===== src/rtl/cna_pkg.sv =====
// Shared widths, operation and status codes, stage types and saturation helpers.
package cna_pkg;

  localparam int W   = 16;        // operand and result width
  localparam int F   = 8;         // fraction bits
  localparam int PW  = 2 * W;     // product and sum-of-products width
  localparam int NW  = PW + F;    // scaled dividend and quotient width
  localparam int SQW = 2 * NW;    // square-root source width, zero padded at the top
  localparam int SRW = W + 4;     // square-root partial remainder width
  localparam int OPW = 3;
  localparam int STW = 2;

  localparam logic [OPW-1:0] OP_ADD  = OPW'(0);
  localparam logic [OPW-1:0] OP_SUB  = OPW'(1);
  localparam logic [OPW-1:0] OP_MUL  = OPW'(2);
  localparam logic [OPW-1:0] OP_DIV  = OPW'(3);
  localparam logic [OPW-1:0] OP_MAG  = OPW'(4);
  localparam logic [OPW-1:0] OP_CONJ = OPW'(5);
  localparam logic [OPW-1:0] OP_EQ   = OPW'(6);

  localparam logic [STW-1:0] ST_OK   = STW'(0);
  localparam logic [STW-1:0] ST_DIVZ = STW'(1);
  localparam logic [STW-1:0] ST_SAT  = STW'(2);

  localparam logic [NW:0] MAXPOS_E = {{(NW-W+2){1'b0}}, {(W-1){1'b1}}};
  localparam logic [NW:0] MAXNEG_E = {{(NW-W+1){1'b0}}, 1'b1, {(W-1){1'b0}}};
  localparam logic [PW-1:0] RND_HALF = PW'((64'd1 << F) >> 1);

  typedef struct packed {
    logic           vld;
    logic [OPW-1:0] op;
    logic [W-1:0]   pre_re;
    logic [W-1:0]   pre_im;
    logic           pre_flag;
    logic           pre_eq;
    logic           neg_re;
    logic           neg_im;
    logic           zero_div;
    logic [PW-1:0]  den;
    logic [NW-1:0]  num_re;
    logic [NW-1:0]  num_im;
    logic [NW-1:0]  q_re;
    logic [NW-1:0]  q_im;
    logic [PW-1:0]  rem_re;
    logic [PW-1:0]  rem_im;
    logic [SQW-1:0] sq_src;
    logic [SRW-1:0] sq_rem;
    logic [W-1:0]   sq_root;
  } stage_t;

  typedef struct packed {
    logic [W-1:0] val;
    logic         flag;
  } sat_t;

  typedef struct packed {
    logic [W-1:0]   z_re;
    logic [W-1:0]   z_im;
    logic           eq;
    logic [STW-1:0] status;
  } res_t;

  // Clamp a sign and magnitude pair to the signed W-bit range.
  function automatic sat_t sat_mag(input logic neg, input logic [NW:0] mag);
    sat_t r;
    r.flag = 1'b0;
    if (!neg) begin
      if (mag > MAXPOS_E) begin
        r.flag = 1'b1;
        r.val  = MAXPOS_E[W-1:0];
      end else begin
        r.val = mag[W-1:0];
      end
    end else begin
      if (mag > MAXNEG_E) begin
        r.flag = 1'b1;
        r.val  = MAXNEG_E[W-1:0];
      end else begin
        r.val = W'(~mag[W-1:0] + W'(1));
      end
    end
    return r;
  endfunction

  // Magnitude of a signed sum of two products.
  function automatic logic [PW-1:0] abs_sum(input logic [PW:0] s);
    logic [PW:0] m;
    m = s[PW] ? (~s + (PW+1)'(1)) : s;
    return m[PW-1:0];
  endfunction

endpackage


===== src/rtl/cna_back.sv =====
// Final rounding, saturation and result selection at the end of the chain.
module cna_back (
  input  cna_pkg::stage_t i_stage,
  output cna_pkg::res_t   o_res
);

  logic [cna_pkg::NW:0] qr_re, qr_im, root_e;
  cna_pkg::sat_t        sd_re, sd_im, s_mag;

  always_comb begin
    qr_re  = {1'b0, i_stage.q_re} +
             (cna_pkg::NW+1)'(i_stage.rem_re >= (i_stage.den - i_stage.rem_re));
    qr_im  = {1'b0, i_stage.q_im} +
             (cna_pkg::NW+1)'(i_stage.rem_im >= (i_stage.den - i_stage.rem_im));
    root_e = (cna_pkg::NW+1)'(i_stage.sq_root) +
             (cna_pkg::NW+1)'(i_stage.sq_rem > cna_pkg::SRW'(i_stage.sq_root));
    sd_re  = cna_pkg::sat_mag(i_stage.neg_re, qr_re);
    sd_im  = cna_pkg::sat_mag(i_stage.neg_im, qr_im);
    s_mag  = cna_pkg::sat_mag(1'b0, root_e);

    o_res = '0;
    unique case (i_stage.op)
      cna_pkg::OP_ADD, cna_pkg::OP_SUB, cna_pkg::OP_MUL, cna_pkg::OP_CONJ: begin
        o_res.z_re   = i_stage.pre_re;
        o_res.z_im   = i_stage.pre_im;
        o_res.status = i_stage.pre_flag ? cna_pkg::ST_SAT : cna_pkg::ST_OK;
      end
      cna_pkg::OP_DIV: begin
        if (i_stage.zero_div) begin
          o_res.status = cna_pkg::ST_DIVZ;
        end else begin
          o_res.z_re   = sd_re.val;
          o_res.z_im   = sd_im.val;
          o_res.status = (sd_re.flag | sd_im.flag) ? cna_pkg::ST_SAT : cna_pkg::ST_OK;
        end
      end
      cna_pkg::OP_MAG: begin
        o_res.z_re   = s_mag.val;
        o_res.status = s_mag.flag ? cna_pkg::ST_SAT : cna_pkg::ST_OK;
      end
      cna_pkg::OP_EQ: begin
        o_res.eq = i_stage.pre_eq;
      end
      default: begin
        o_res = '0;
      end
    endcase
  end

endmodule


===== config.mk =====
export PLATFORM = sky130hd
export DESIGN_NAME = cna_back
export DESIGN_NICKNAME = d
export VERILOG_FILES = /design/src/rtl/cna_pkg.sv /design/src/rtl/cna_back.sv
export SDC_FILE = /design/constraint.sdc
export NUM_CORES = 1
export LEC_CHECK = 0
export BUFFER_PORTS_ARGS = -buffer_cell sky130_fd_sc_hd__buf_2
export CAP_MARGIN = 20
export CORE_AREA = 2 2 173 175
export DETAILED_ROUTE_END_ITERATION = 8
export DIE_AREA = 0 0 175 177
export MAX_ROUTING_LAYER = met4
export PLACE_DENSITY = 0.7
export SYNTH_ARGS = -nofsm -noshare
export SYNTH_HDL_FRONTEND = slang
export SYNTH_SLANG_ARGS = --single-unit

===== constraint.sdc =====
create_clock -name vclk -period 22.3
set_input_delay 4.46 -clock vclk [all_inputs]
set_output_delay 4.46 -clock vclk [all_outputs]
set_load 0.02 [all_outputs]

# After elaboration in Yosys (flattened, before gate mapping)
# Cells that the tools add are included.
# W data, S select, Z words.
# classes
n_addsub,7
mux,21
magnitude_cmp,8
eq_ne,6
bitwise_logic,3
n_reduce_logical,2
# ops
cell,n
$add A40 B1 Y41,2
$gt A41 B15 Y1 const B,2
$gt A41 B16 Y1 const B,2
$mux W16,5
$ge A32 B32 Y1,2
$sub A32 B32 Y32,2
$pmux W16 S3,1
$mux W17,2
$add A16 B1 Y16 const B,2
$mux W32,1
$not A16 Y16,2
$pmux W16 S2,1
$gt A20 B16 Y1,1
$add A16 B1 Y17,1
$gt A17 B15 Y1 const B,1
$eq A3 B3 Y1 const B,3
$mux W2,4
$eq A3 B2 Y1 const B,2
$mux W1,6
$pmux W2 S3,1
$reduce_or A4 Y1,1
$eq A3 B1 Y1 const B,1
$logic_not A3 Y1,1
$or A1 B1 Y1,1
# word_totals
regBits,0
in_bits,413

# Longest topological paths before layout
# logic_depth
ltp_word,11
depth_mapped,38

# Worst setup path before layout
# OpenSTA, ideal clock, no wires.
# synth_path
kind,input-to-output
from,input port i_stage[340] in the netlist's numbering
to,output port o_res[32] in the netlist's numbering
arrival_time_ns,11.193
required_time_ns,17.840
path_buffers,1
cell_stages,35
path_slack_ns,6.647
path_cell_list,inv_1 -> ha_1 -> inv_1 -> fa_1 -> a211o_1 -> o211ai_1 -> a21oi_1 -> o31a_1 -> a21o_1 -> a31oi_1 -> inv_1 -> a31oi_1 -> xor2_1 -> ha_1 -> a21o_1 -> a21oi_1 -> nor2b_1 -> o21ai_0 -> nand2b_1 -> a21oi_1 -> o21ai_0 -> a2111oi_0 -> nor3_1 -> ha_1 -> ha_1 -> clkbuf_1 -> and4_1 -> or4_1 -> a2111oi_0 -> o21ai_0 -> or2_1 -> nor3_1 -> xor2_1 -> o22ai_1 -> o21ai_0
# synth_rtl
item,line,text
start: declaration,cna_back.sv:3,"input cna_pkg::stage_t i_stage,"
end: declaration,cna_back.sv:4,output cna_pkg::res_t o_res

==> results.py <==
metrics = {
    "route": {
        "drtAntennaViolNets": 0,
        "drt_iter0_markers": 558,
        "vias_per_cell": 5.44,
        "drcViolationCount": 0,
        "first_pass_iters": 5,
        "wirelength_um": 32200,
        "wl_per_cell_um": 16.5,
        "vias": 10588,
    },
    "global_route": {
        "antenna_found_initial": 4,
        "grt_pass1_vias": 10106,
        "grt_max_degree": 34,
        "grt_pass1_wl_um": 50400,
        "grt_overflow": 0,
        "grt_use_total": 0.203,
    },
    "floorplan": {
        "row_count": 63,
        "dieArea_mm2": 0.0310,
        "die_w_um": 175,
        "core-area_mm2": 0.0292,
        "die_y_um": 177,
        "floorplan.initialDensity": 0.305,
        "num_io_pins": 448,
    },
    "timing": {
        "worstMarginPinSlew_ns": 1.16,
        "setup_viol": 0,
        "setup-tns-final_ns": 0,
        "rsz0062_at_grt": "false",
        "hold_viol": 0,
        "period_share": 0.806,
        "slew_violations": 0,
        "fin_ws_ns": 4.33,
        "finalCriticalPeriod_ns": 17.97,
        "slew_headroom": 0.220,
        "fmaxAchievable_mhz": 55.6,
    },
    "critical_path": {
        "cp_data_required_time_ns": 17.84,
        "path_delay_family": "compound AO/OA/AOI/OAI gates",
        "slowest_stage": "a21boi_2",
        "critPathLaunchType": "input port",
        "cp-end-kind": "primary output",
        "cp.arrival_ns": 13.51,
        "critical_path.max_fanout": 15,
        "path_buf_inv": 4,
        "critPathKind": "input port to primary output",
        "cpMostUsedCell": "ha_1",
        "cpPeakStageDelay_ns": 0.59,
    },
    "synth": {
        "yosysMostFrequentCell": "ha_1",
        "synthCells": 1294,
        "synth_area_leaders": "ha_1, xnor2_1, xor2_1, a21oi_1, inv_1",
        "synth_common_cells": "ha_1, inv_1, nand2_1",
        "yosysWarnings": 0,
        "syn_area_per_cell_um2": 6.89,
        "yosys.cell_types.count": 73,
        "synth_top_area_cell": "ha_1",
        "ys_seq_area_frac": 0,
        "syn_nets": 1861,
        "synth.cell_area_mm2": 0.00892,
        "yosysTopAreaCellShare": 0.213,
    },
    "placement": {
        "dpl_worst_slack_ns": 4.28,
        "port_buffers": 287,
        "hpwl_um": 28400,
        "gp_congestion": 0.968,
    },
    "power": {
        "swShare": 0.562,
        "sequentialPowerShare": 0,
        "finalPower_uw": 273,
        "leakage_uw": 0.00520,
        "p_sw_uw": 153,
        "irDropWorstVdd_mv": 0.0150,
        "power_density_mw_per_mm2": 25.4,
        "intPower_uw": 119,
        "p_comb_frac": 1.000,
        "clock_power_share": 0,
    },
    "final_layout": {
        "nClkBuffers": 0,
        "nets": 2122,
        "seqCellArea_um2": 0,
        "drive_above_1_share": 0.209,
        "seq_cells": 0,
        "multi_input_area_mm2": 0.00835,
        "fillers": 3176,
        "syn_to_final_growth_pct": 20.3,
    },
    "run": {
        "maxCapViolations": 0,
    },
    "cts": {
        "post_cts_buffers": 0,
        "cts_resized": 0,
        "hold_buffers": 0,
    },
    "outcome": {
        "outcome": "complete, no violations",
    },
    "hold_path": {
        "hp-class": "input port to primary output",
    },
}
## power groups by stage
stage | sequential (uW) | clock, uW | combinational (uW)
after floorplan | 0 | 0 | 185
after global placement | 0 | 0 | 264
after detailed placement | 0 | 0 | 270
after CTS | 0 | 0 | 272
after global routing | 0 | 0.0000240 | 307
final | 0 | 0.0000241 | 273
## final timing paths
| check | cells after the start | start | end | slack (ns) |
|---|---|---|---|---|
| max | 31 | i_stage[340] | o_res[16] | 4.33 |
| min | 3 | i_stage[411] | o_res[0] | 9.23 |
## tightest hold or removal path: cells and delay by family
kind | cells | cell delay, ns
buf+inv | 2 | 0.25
simple gates | 1 | 0.05
## layer usage
metal	vias to the layer above	global-route usage	wire length [um]
li1	5324	-	-
met1	4873	0.261	14700
met2	349	0.348	15000
met3	42	0.0152	1720
met4	0	0.0427	707
met5	-	-	0
## stage by stage
step | instance area, um2 | cells | utilization | hold slack, ns
floorplan | 8920 | 1294 | - | 9.00
global placement | 10700 | 1943 | 0.367 | 9.20
detailed placement | 10700 | 1943 | 0.367 | 9.22
CTS | 10700 | 1943 | 0.367 | 9.22
global route | 10700 | 1947 | 0.367 | 9.25
finish | 10700 | 1947 | 0.367 | 9.23
## logic make-up (layout without fill, tap and decap cells)
logic type                 after synthesis  count (layout)  synth area share
AOI/OAI and AO/OA                      370             370             0.282
adders and majority gates              154             154             0.218
buffers and inverters                  146             405            0.0648
other                                    0               4                 0
and+or+nand+nor                        476             476             0.289
xor gates and xnor gates               140             140             0.137
muxes                                    8               8           0.00940
## cell type report
type	instances	area share
tap	390	0.0455
antenna	4	0.000933
multi-input combinational	1148	0.777
timing repair buffer	290	0.136
inverter	115	0.0402
## placed cells by master, fill, tap and decap left out, types with 9 or more instances in the layout
master	count
and3_1	24
nand2_1	110
a22o_1	15
nand2b_1	24
nand3_1	47
o31ai_1	10
a21oi_1	100
a31o_2	13
buf_2	287
a21boi_0	9
nor4_1	22
nor3_1	37
nor2_1	71
nand4_1	44
nor2b_1	23
a21o_1	51
o21ai_0	55
and2_1	13
inv_1	115
and4_1	22
o21bai_1	12
ha_1	152
xnor2_1	80
o21a_1	15
a22oi_1	12
a211o_1	9
xor2_1	60
a31oi_1	11
(Power assumes the default switching activity.)
