===== src/rtl/cna_pkg.sv =====
// Shared widths, operation and status codes, stage types and saturation helpers.
package cna_pkg;

  localparam int W   = 16;        // operand and result width
  localparam int F   = 8;         // fraction bits
  localparam int PW  = 2 * W;     // product and sum-of-products width
  localparam int NW  = PW + F;    // scaled dividend and quotient width
  localparam int SQW = 2 * NW;    // square-root source width, zero padded at the top
  localparam int SRW = W + 4;     // square-root partial remainder width
  localparam int OPW = 3;
  localparam int STW = 2;

  localparam logic [OPW-1:0] OP_ADD  = OPW'(0);
  localparam logic [OPW-1:0] OP_SUB  = OPW'(1);
  localparam logic [OPW-1:0] OP_MUL  = OPW'(2);
  localparam logic [OPW-1:0] OP_DIV  = OPW'(3);
  localparam logic [OPW-1:0] OP_MAG  = OPW'(4);
  localparam logic [OPW-1:0] OP_CONJ = OPW'(5);
  localparam logic [OPW-1:0] OP_EQ   = OPW'(6);

  localparam logic [STW-1:0] ST_OK   = STW'(0);
  localparam logic [STW-1:0] ST_DIVZ = STW'(1);
  localparam logic [STW-1:0] ST_SAT  = STW'(2);

  localparam logic [NW:0] MAXPOS_E = {{(NW-W+2){1'b0}}, {(W-1){1'b1}}};
  localparam logic [NW:0] MAXNEG_E = {{(NW-W+1){1'b0}}, 1'b1, {(W-1){1'b0}}};
  localparam logic [PW-1:0] RND_HALF = PW'((64'd1 << F) >> 1);

  typedef struct packed {
    logic           vld;
    logic [OPW-1:0] op;
    logic [W-1:0]   pre_re;
    logic [W-1:0]   pre_im;
    logic           pre_flag;
    logic           pre_eq;
    logic           neg_re;
    logic           neg_im;
    logic           zero_div;
    logic [PW-1:0]  den;
    logic [NW-1:0]  num_re;
    logic [NW-1:0]  num_im;
    logic [NW-1:0]  q_re;
    logic [NW-1:0]  q_im;
    logic [PW-1:0]  rem_re;
    logic [PW-1:0]  rem_im;
    logic [SQW-1:0] sq_src;
    logic [SRW-1:0] sq_rem;
    logic [W-1:0]   sq_root;
  } stage_t;

  typedef struct packed {
    logic [W-1:0] val;
    logic         flag;
  } sat_t;

  typedef struct packed {
    logic [W-1:0]   z_re;
    logic [W-1:0]   z_im;
    logic           eq;
    logic [STW-1:0] status;
  } res_t;

  // Clamp a sign and magnitude pair to the signed W-bit range.
  function automatic sat_t sat_mag(input logic neg, input logic [NW:0] mag);
    sat_t r;
    r.flag = 1'b0;
    if (!neg) begin
      if (mag > MAXPOS_E) begin
        r.flag = 1'b1;
        r.val  = MAXPOS_E[W-1:0];
      end else begin
        r.val = mag[W-1:0];
      end
    end else begin
      if (mag > MAXNEG_E) begin
        r.flag = 1'b1;
        r.val  = MAXNEG_E[W-1:0];
      end else begin
        r.val = W'(~mag[W-1:0] + W'(1));
      end
    end
    return r;
  endfunction

  // Magnitude of a signed sum of two products.
  function automatic logic [PW-1:0] abs_sum(input logic [PW:0] s);
    logic [PW:0] m;
    m = s[PW] ? (~s + (PW+1)'(1)) : s;
    return m[PW-1:0];
  endfunction

endpackage


===== src/rtl/cna_cell.sv =====
// One cell of the chain: a quotient bit for each part and a square-root digit.
module cna_cell (
  input  logic            clk,
  input  logic            rst_n,
  input  logic            en,
  input  cna_pkg::stage_t i_stage,
  output cna_pkg::stage_t o_stage
);

  cna_pkg::stage_t stage_r, stage_nxt;

  logic [cna_pkg::PW:0]    r2_re, r2_im, den_e;
  logic                    qb_re, qb_im;
  logic [cna_pkg::SRW-1:0] sq_try, sq_t;

  always_comb begin
    stage_nxt = i_stage;
    den_e     = {1'b0, i_stage.den};

    r2_re = {i_stage.rem_re, i_stage.num_re[cna_pkg::NW-1]};
    qb_re = (r2_re >= den_e);
    stage_nxt.rem_re = qb_re ? cna_pkg::PW'(r2_re - den_e) : r2_re[cna_pkg::PW-1:0];
    stage_nxt.q_re   = {i_stage.q_re[cna_pkg::NW-2:0], qb_re};
    stage_nxt.num_re = {i_stage.num_re[cna_pkg::NW-2:0], 1'b0};

    r2_im = {i_stage.rem_im, i_stage.num_im[cna_pkg::NW-1]};
    qb_im = (r2_im >= den_e);
    stage_nxt.rem_im = qb_im ? cna_pkg::PW'(r2_im - den_e) : r2_im[cna_pkg::PW-1:0];
    stage_nxt.q_im   = {i_stage.q_im[cna_pkg::NW-2:0], qb_im};
    stage_nxt.num_im = {i_stage.num_im[cna_pkg::NW-2:0], 1'b0};

    sq_try = {i_stage.sq_rem[cna_pkg::SRW-3:0],
              i_stage.sq_src[cna_pkg::SQW-1 -: 2]};
    sq_t   = {2'b00, i_stage.sq_root, 2'b01};
    if (sq_try >= sq_t) begin
      stage_nxt.sq_rem  = sq_try - sq_t;
      stage_nxt.sq_root = {i_stage.sq_root[cna_pkg::W-2:0], 1'b1};
    end else begin
      stage_nxt.sq_rem  = sq_try;
      stage_nxt.sq_root = {i_stage.sq_root[cna_pkg::W-2:0], 1'b0};
    end
    stage_nxt.sq_src = {i_stage.sq_src[cna_pkg::SQW-3:0], 2'b00};
  end

  always_ff @(posedge clk) begin
    if (!rst_n) begin
      stage_r.vld <= 1'b0;
    end else if (en) begin
      stage_r <= stage_nxt;
    end
  end

  assign o_stage = stage_r;

endmodule


===== config.mk =====
export PLATFORM = sky130hd
export DESIGN_NAME = cna_cell
export DESIGN_NICKNAME = d
export VERILOG_FILES = /design/src/rtl/cna_pkg.sv /design/src/rtl/cna_cell.sv
export SDC_FILE = /design/constraint.sdc
export NUM_CORES = 1
export LEC_CHECK = 0
export ABC_AREA = 1
export BUFFER_PORTS_ARGS = -buffer_cell sky130_fd_sc_hd__buf_2
export CAP_MARGIN = 20
export CORE_AREA = 2 2 325 327
export DETAILED_ROUTE_END_ITERATION = 8
export DIE_AREA = 0 0 327 329
export PLACE_DENSITY = 0.36
export SYNTH_ARGS = -nofsm -noshare
export SYNTH_HDL_FRONTEND = slang
export SYNTH_SLANG_ARGS = --single-unit

===== constraint.sdc =====
create_clock -name clk -period 10.1 [get_ports clk]
set_clock_uncertainty 0.2 [all_clocks]
set_input_delay 1.515 -clock clk [delete_from_list [all_inputs] [get_ports clk]]
set_output_delay 1.515 -clock clk [all_outputs]
set_load 0.02 [all_outputs]

Word-level counts from Yosys, hierarchy flattened:

Cells that the tools add are included.

* bits in registers: 409
* output and inout port bits: 413
* logic and storage cells: 29

* add/subtract/negate cells: 3
* order comparisons: 3
* mux-type cells: 3
* reductions and logical operators: 1

Operator list (count)
* greater-or-equal comparator 33 x 32 -> 1 bit: 2
* 2-to-1 mux 32 bit: 2
* subtractor 32 bit: 2
* 2-to-1 mux 36 bit: 1
* greater-or-equal comparator 20 x 18 -> 1 bit: 1
* subtractor 20 x 18 -> 20 bit: 1
* AND reduction 2 bit: 1

Logic depth before layout (Yosys ltp):

Gate-level depths: netlist of run 1.

* depth in word-level cells: 2
* mapped depth: 16
* mapped depth without buffers: 15

Least setup slack after synthesis of run 1:

Ideal clock, no wire load.

* kind: in2reg
* start point: in rst_n
* end point: reg stage_r (netlist bit o_stage[0]) (enable)
* data arrival time: 9.356 ns
* required time: 9.144 ns
* setup slack: -0.212 ns
* cell stages on the path: 2
* path through: nand2_1 > inv_1

* word-level cells in the longest chain between the ends: 1

RTL lines
* start, declared: RTL line cna_cell.sv:4 `input logic rst_n,`
* AND reduction 2 bit (no line)
* end signal, assigned: RTL line cna_cell.sv:49 `stage_r <= stage_nxt;`
* end, declared: RTL line cna_cell.sv:10 `cna_pkg::stage_t stage_r, stage_nxt;`

No other way between the ends.
A chain may end at the register's enable or synchronous reset.

==> flow_summary.ini, run 1 <==
[setup_path]
crit_fanout = 35
r2r_setup_slack_ns = 9.28
timing.critical_path.arrival_ns = 4.17
crit-reg2reg-capture = o_stage[412]$_SDFFE_PN0P_
worst_r2r_path_depth = 2
worst_path_largest_cell_delay_ns = 0.57
critPathRequiredTime_ns = 10.28
critical_path.endpoint_type = flop
worst_path_most_repeated_cell = nand2_1
worst_r2r_startpoint = o_stage[412]$_SDFFE_PN0P_
crit_path_cell_trace = buf_2 > inv_1 > ha_1 > nand2_1 > inv_1 > nand2_1 > nand2_1 > inv_1 > nand3_2 > nand2_2 > nand2_2 > nand2_2 > nand2_4 > nand3_1 > nand2_1
worst_path_max_delay_cell = nand2_2
cp-start-kind = input port
worstSetupPathType = input port to flop

[grt]
grt_antenna_before_repair = 42
first_pass_grt_wire_length_mm = 126.9
via_count_of_the_first_global_routing_pass = 16910
largest_net_degree_at_the_start_of_global_routing = 142
congestion_overflow_gr = 0
groute.usage.overall_pct = 16.88

[hold_path]
worst_hold_path.num_cells = 2
timing.hold.worst.start = o_stage[412]$_SDFFE_PN0P_
hold_path_class = flop to flop
whs_endpoint = o_stage[412]$_SDFFE_PN0P_

[drt]
detail_route.drc_violations = 0
drt-initial-drc-count = 839
antenna_violating_nets_post_route = 0
viasPerCell = 3.886
routed_wirelength_mm = 94.81
drt_pre_antenna_iters = 4
vias_post_dr = 16670
drt-wirelength-per-cell_um = 22.10

[synth]
syn_area_um2 = 19860
ys_seq_area_share_pct = 61.81
synthCells = 1987
synth-warning-count = 0
postSynthAreaPerCell_um2 = 9.993
synth_cell_types = 37
ys_seq_elements = 409

[pwr]
totalPowerFinal_mw = 4.947
pwr_per_cell_area_nw_per_um2 = 180.6
worst_ir_drop_vdd_mv = 0.1490
power_leakage_nw = 13.04

[floorplanning]
floorplan.die.width_um = 327
floorplan.initialDensity_pct = 19.02
floorplan_core_area_um2 = 104400
design.die.area_um2 = 107600
die_y_um = 329
number_of_rows_in_the_core_area = 119
ioPinCount = 829

[placement]
detailedPlacementHpwl_mm = 79.30
count_of_input_and_output_buffers = 820
post_detailed_placement_cell_area_um2 = 25600
place.detailed.instances = 4181
gpl.final_weighted_congestion = 0.8403

[sta]
report.final.hold_viol_count = 0
report.final.slew_viol_count = 0
timing.final.setup_violations = 0
tightestPinTransition_ns = 0.9884
period_share_pct = 39.50
tns_ns = 0
timing.final.crit_period_ns = 3.990
unrepaired_setup_endpoints_after_global_routing = false
slew_headroom_pct = 34.11
maximum_operating_frequency_mhz = 250.6

[clock_network]
cts_buffers = 53
cts_num_sinks = 409
max-clock-path-buffers = 3
cts_max_level = 2
clock_root_buffer = clkbuf_16
clk_pin_slew_ns = 0.06
cts.hold.buffers_added = 0
cts_setup_buffers = 0
ctsResizeCount = 0
cts_tree = done
insertion_delay_ns = 0.64

[layout]
layout_common_cells = 820 x buf_2, 682 x nand2_1, 408 x edfxtp_1
postLayoutCellArea_um2 = 27390
fin_cells = 4289
multi_input_area_um2 = 6175
finish.net_count = 3345
layout_commonest_cell = buf_2
syn2layout_area_growth_pct = 37.93
layout-drive-gt1-share_pct = 32.85
largest_reg_flops = 409
num-fill-cells = 11500
sequential_cell_area_um2 = 12270

[status]
result_of_the_run = completed

[job]
max-cap-violations = 0
==> cells by family (layout without fill, tap and decap cells) <==
group / after synthesis / after routing / share of synthesized area (%)
buffers and inverters: 354 / 1253 / 7.177
and+or+nand+nor: 1006 / 1006 / 21.44
DFF: 409 / 409 / 61.81
adders and majority gates: 84 / 84 / 5.369
other: 1 / 13 / 0.01889
xor gates and xnor gates: 38 / 38 / 1.676
AOI/OAI and AO/OA: 95 / 95 / 2.514
==> layer usage <==
metal  up-vias  part of all wire, %  routed length [um]  track usage (%)
met5         -                 0.28                 270                0
met4        44                  3.2                3076            5.594
met3       137                  8.1                7726            6.154
met2       527                   52               49510            31.47
met1      7751                   36               34220            17.37
li1       8207                    -                   -                -
==> worst max path at each step <==
stage                                   to  slack (ns)  cells past startpoint         start
finish              o_stage[145]$_DFFE_PP_        6.11                     15  i_stage[347]
global route        o_stage[145]$_DFFE_PP_        5.92                     15  i_stage[348]
CTS                 o_stage[145]$_DFFE_PP_        6.03                     11  i_stage[368]
detailed placement  o_stage[145]$_DFFE_PP_        5.34                     11  i_stage[368]
global placement    o_stage[145]$_DFFE_PP_        5.39                     15  i_stage[348]
floorplan             o_stage[0]$_DFFE_PP_        1.79                      2         rst_n
==> stage by stage <==
| stage | util [%] | hold WS, ns | worst slack [ns] |
|---|---|---|---|
| 4_1_cts | 26.22 | 0.3500 | 6.035 |
| 6_report | 26.24 | 0.3472 | 6.110 |
| 2_1_floorplan | - | 0.4055 | 1.789 |
| 3_5_place_dp | 24.52 | 0.3348 | 5.344 |
| 3_3_place_gp | 24.52 | 0.3335 | 5.389 |
| 5_1_grt | 26.22 | 0.3671 | 5.916 |
==> worst max-delay path, delay by kind of cell <==
| kind | cells | cell delay [ns] |
|---|---|---|
| adders and majority gates | 1 | 0.31 |
| and+or+nand+nor | 10 | 1.95 |
| buffers and inverters | 4 | 0.39 |
==> layout make-up <==
cell class	instances	share of cell area (%)
Antenna cell	9	0.08224
Clock buffer	60	4.939
Clock inverter	39	1.517
Inverter	328	4.509
Multi-Input combinational cell	1227	22.55
Sequential cell	409	44.81
Tap cell	1391	6.355
Timing Repair Buffer	826	15.24
==> synthesized netlist by cell type, drive strengths merged <==
| library cell | instances | share of area [%] |
|---|---|---|
| nor3 | 21 | 0.58 |
| nand3 | 145 | 4.0 |
| o21a | 1 | 0.038 |
| or2 | 1 | 0.032 |
| nand2 | 692 | 13 |
| nor2 | 112 | 2.2 |
| nand4 | 6 | 0.19 |
| a21oi | 60 | 1.5 |
| xnor2 | 9 | 0.40 |
| conb | 1 | 0.019 |
| fa | 2 | 0.20 |
| o21ai | 27 | 0.70 |
| and2 | 11 | 0.35 |
| o21bai | 5 | 0.19 |
| xor2 | 29 | 1.3 |
| edfxtp | 408 | 62 |
| inv | 328 | 6.2 |
| dfxtp | 1 | 0.10 |
| ha | 82 | 5.2 |
| nand3b | 18 | 0.70 |
| a21o | 1 | 0.038 |
| buf | 26 | 0.98 |
| a21boi | 1 | 0.038 |
==> power breakdown <==
part	switching [mW]	internal (mW)
Sequential	0.0322	2.03
Clock	0.819	1.13
Combinational	0.655	0.290
Total	1.51	3.44
No activity file was read; power rests on OpenSTA's default activity.
==> inputs of run 2 (changes only) <==
==> config.mk (replaced) <==
export PLATFORM = sky130hd
export DESIGN_NAME = cna_cell
export DESIGN_NICKNAME = d
export VERILOG_FILES = /design/src/rtl/cna_pkg.sv /design/src/rtl/cna_cell.sv
export SDC_FILE = /design/constraint.sdc
export NUM_CORES = 1
export LEC_CHECK = 0
export ABC_AREA = 0
export BUFFER_PORTS_ARGS = -buffer_cell sky130_fd_sc_hd__buf_2
export CAP_MARGIN = 20
export CORE_AREA = 2 2 321 323
export DETAILED_ROUTE_END_ITERATION = 8
export DIE_AREA = 0 0 323 325
export PLACE_DENSITY = 0.35
export SYNTH_ARGS = -nofsm -noshare
export SYNTH_HDL_FRONTEND = slang
export SYNTH_SLANG_ARGS = --single-unit
==> constraint.sdc (replaced) <==
create_clock -name clk -period 3.4 [get_ports clk]
set_clock_uncertainty 0.2 [all_clocks]
set_input_delay 0.51 -clock clk [delete_from_list [all_inputs] [get_ports clk]]
set_output_delay 0.51 -clock clk [all_outputs]
set_load 0.02 [all_outputs]
==> run 2 against run 1 <==
Net effect: count of clock-buffer cells in the layout is 1 higher; worst hold slack worse by 0.29 ns; core utilization is 4.2 points higher; non-clock buffer count is 573 higher; largest power group unchanged; global-route usage is 2.9 points lower; clock power grew to 2.8 times the previous value; sequential share of layout area is 5.0 points lower; die area is 2.4% lower.
==> flow_summary.ini, run 2 <==
[placement]
place.detailed.instances = 3515
gpl.final_weighted_congestion = 0.7912
count_of_input_and_output_buffers = 820
detailedPlacementHpwl_mm = 61.19

[synth]
postSynthAreaPerCell_um2 = 15.33
post-synth-top-area-cell = edfxtp_1
synth-warning-count = 0
ys_seq_area_share_pct = 68.65
synth-edff-count = 408
synth_flop_cell = edfxtp_1
synthCells = 1166
syn_area_um2 = 17880
synth_area_leaders = edfxtp_1 69%, ha_1 5.7%, mux2_1 3.2%
synth_top_area_share_pct = 68.53
synth.cells.most_frequent = 408 x edfxtp_1, 82 x ha_1, 70 x a21oi_1
synth_cell_types = 70
fraction_of_synthesis_flops_using_an_asynchronous_set_or_reset_pin_pct = 0
ys_seq_elements = 409
yosysMostFrequentCell = edfxtp_1

[layout]
layout-drive-gt1-share_pct = 43.63
finish.net_count = 3096
syn2layout_area_growth_pct = 72.42
fin_cells = 4013
largest_reg_flops = 409
layout_common_cells = 820 x buf_2, 408 x edfxtp_1, 386 x dlygate4sd3_1
layout_commonest_cell = buf_2
num-fill-cells = 10510
finalCoreUtilization_pct = 30.43

[clock_network]
insertion_delay_ns = 0.61
clk_pin_slew_ns = 0.06
clock_root_buffer = clkbuf_16
cts_tree = done
cts_max_level = 2
cts_num_sinks = 409
max-clock-path-buffers = 3
cts_buffers = 52

[setup_path]
critical_path.endpoint_type = flop
worstSetupPathType = input port to flop
timing.critical_path.arrival_ns = 3.52
critPathRequiredTime_ns = 3.57
cp-start-kind = input port
crit_fanout = 6

[grt]
first_pass_grt_wire_length_mm = 108.3
largest_net_degree_at_the_start_of_global_routing = 83
grt_antenna_before_repair = 17
grt.met3_usage_pct = 4.097
groute.layer.met1.usage_pct = 15.77
congestion_overflow_gr = 0
grtUsageMet2_pct = 24.93
groute.usage.overall_pct = 13.96
via_count_of_the_first_global_routing_pass = 16650
grt.busiest_layer = met2

[sta]
timing.final.crit_period_ns = 3.355
slew_headroom_pct = 63.35
report.final.slew_viol_count = 0
maximum_operating_frequency_mhz = 298.0
unrepaired_setup_endpoints_after_global_routing = true
report.final.hold_viol_count = 0
tightestPinTransition_ns = 0.5498
period_share_pct = 98.68
timing.final.setup_violations = 0

[pwr]
power.internal_mw = 10.65
pwr-share-clk_pct = 36.5
worst_ir_drop_vdd_mv = 0.3591
seq_power_share_pct = 41.4
net-switching-power_mw = 4.216
sw_frac_of_total_pct = 28.36
pwr_per_cell_area_nw_per_um2 = 482.2
fraction_of_power_consumed_by_combinational_cells_pct = 22.1
power_leakage_nw = 13.11

[drt]
detail_route.drc_violations = 0
drt-wirelength-per-cell_um = 19.27
viasPerCell = 3.842
drt_pre_antenna_iters = 4
drt-initial-drc-count = 747
routed_wirelength_mm = 77.33
antenna_violating_nets_post_route = 0
vias_post_dr = 15420

[floorplanning]
die_y_um = 325
number_of_rows_in_the_core_area = 117
ioPinCount = 829
floorplan_core_area_um2 = 101300
floorplan.initialDensity_pct = 17.65
design.die.area_um2 = 105000
floorplan.die.width_um = 323

[hold_path]
hold_path_class = input port to flop

[status]
result_of_the_run = completed

[job]
max-cap-violations = 0
## run 2: final cells by class
cell class	instances	area, um^2	share of cell area, %
Clock buffer	61	1335	4.331
Sequential cell	409	12270	39.81
Clock inverter	35	321.6	1.043
Inverter	69	259.0	0.8402
Multi-Input combinational cell	665	5329	17.29
Tap cell	1368	1712	5.553
Timing Repair Buffer	1399	9579	31.08
Antenna cell	7	17.52	0.05683
## run 2: power groups by stage
stage | registers [mW] | logic (mW) | clock network [mW]
after floorplan | 6.75 | 1.04 | 0
after global placement | 6.26 | 2.88 | 0
after detailed placement | 6.26 | 2.88 | 0
after CTS | 6.16 | 3.27 | 5.63
after global routing | 6.18 | 3.54 | 5.83
final | 6.15 | 3.29 | 5.43
## run 2: cells by family after synthesis
kind of cell | synth area share, %
flops | 68.65
compound gates | 9.442
simple gates | 4.934
buf+inv | 2.275
mux | 5.291
fa+ha+maj | 5.963
xor+xnor | 3.429
other cells | 0.02098
## run 2: layer usage
metal / wire [um] / part of all wire, %
met4: 2105 / 2.7
met2: 38400 / 50
met1: 30850 / 40
met5: 112 / 0.14
met3: 5867 / 7.6
## run 2: worst paths after layout
kind / cells past startpoint / endpoint / slack, ns / startpoint
worst max-delay path: 15 / o_stage[128]$_DFFE_PP_ / 0.04 / i_stage[350]
worst min-delay path: 2 / o_stage[139]$_DFFE_PP_ / 0.06 / i_stage[138]
worst max register to register: 3 / o_stage[412]$_SDFFE_PN0P_ / 2.06 / o_stage[412]$_SDFFE_PN0P_
worst min register to register: 3 / o_stage[412]$_SDFFE_PN0P_ / 0.87 / o_stage[412]$_SDFFE_PN0P_
## run 2: what timing repair did
| item | 4_1_cts | 5_1_grt |
|---|---|---|
| hold endpoints to repair | 385 | 0 |
| hold buffers | 386 | 0 |
| gates resized for setup | 0 | 23 |
| setup buffers | 0 | 7 |
| endpoints found under the setup margin | 0 | 64 |
## run 2: worst max-delay path, cell delays in order
cell           delay, ns
dlygate4sd3_1       0.54
buf_2               0.13
inv_1               0.08
ha_1                0.25
a21o_1              0.16
a21o_1              0.20
a21oi_1             0.20
or2_4               0.19
a21oi_4             0.08
o31ai_4             0.22
a21oi_2             0.10
o32ai_4             0.12
buf_6               0.18
buf_6               0.20
mux2_1              0.35
## run 2: per-stage QoR
step	setup TNS [ns]	hold slack, ns	setup WS (ns)	instance area (um^2)	power, mW
6_report	0	0.05539	0.04482	30820	14.86
3_3_place_gp	-22.80	0.3044	-0.4702	25080	9.136
3_5_place_dp	-26.45	0.3229	-0.5072	25080	9.134
4_1_cts	0	0.004748	0.003798	30600	15.05
5_1_grt	-0.2679	0.02419	-0.05055	30820	15.56
2_1_floorplan	-239.14	0.3893	-0.5861	17890	7.791
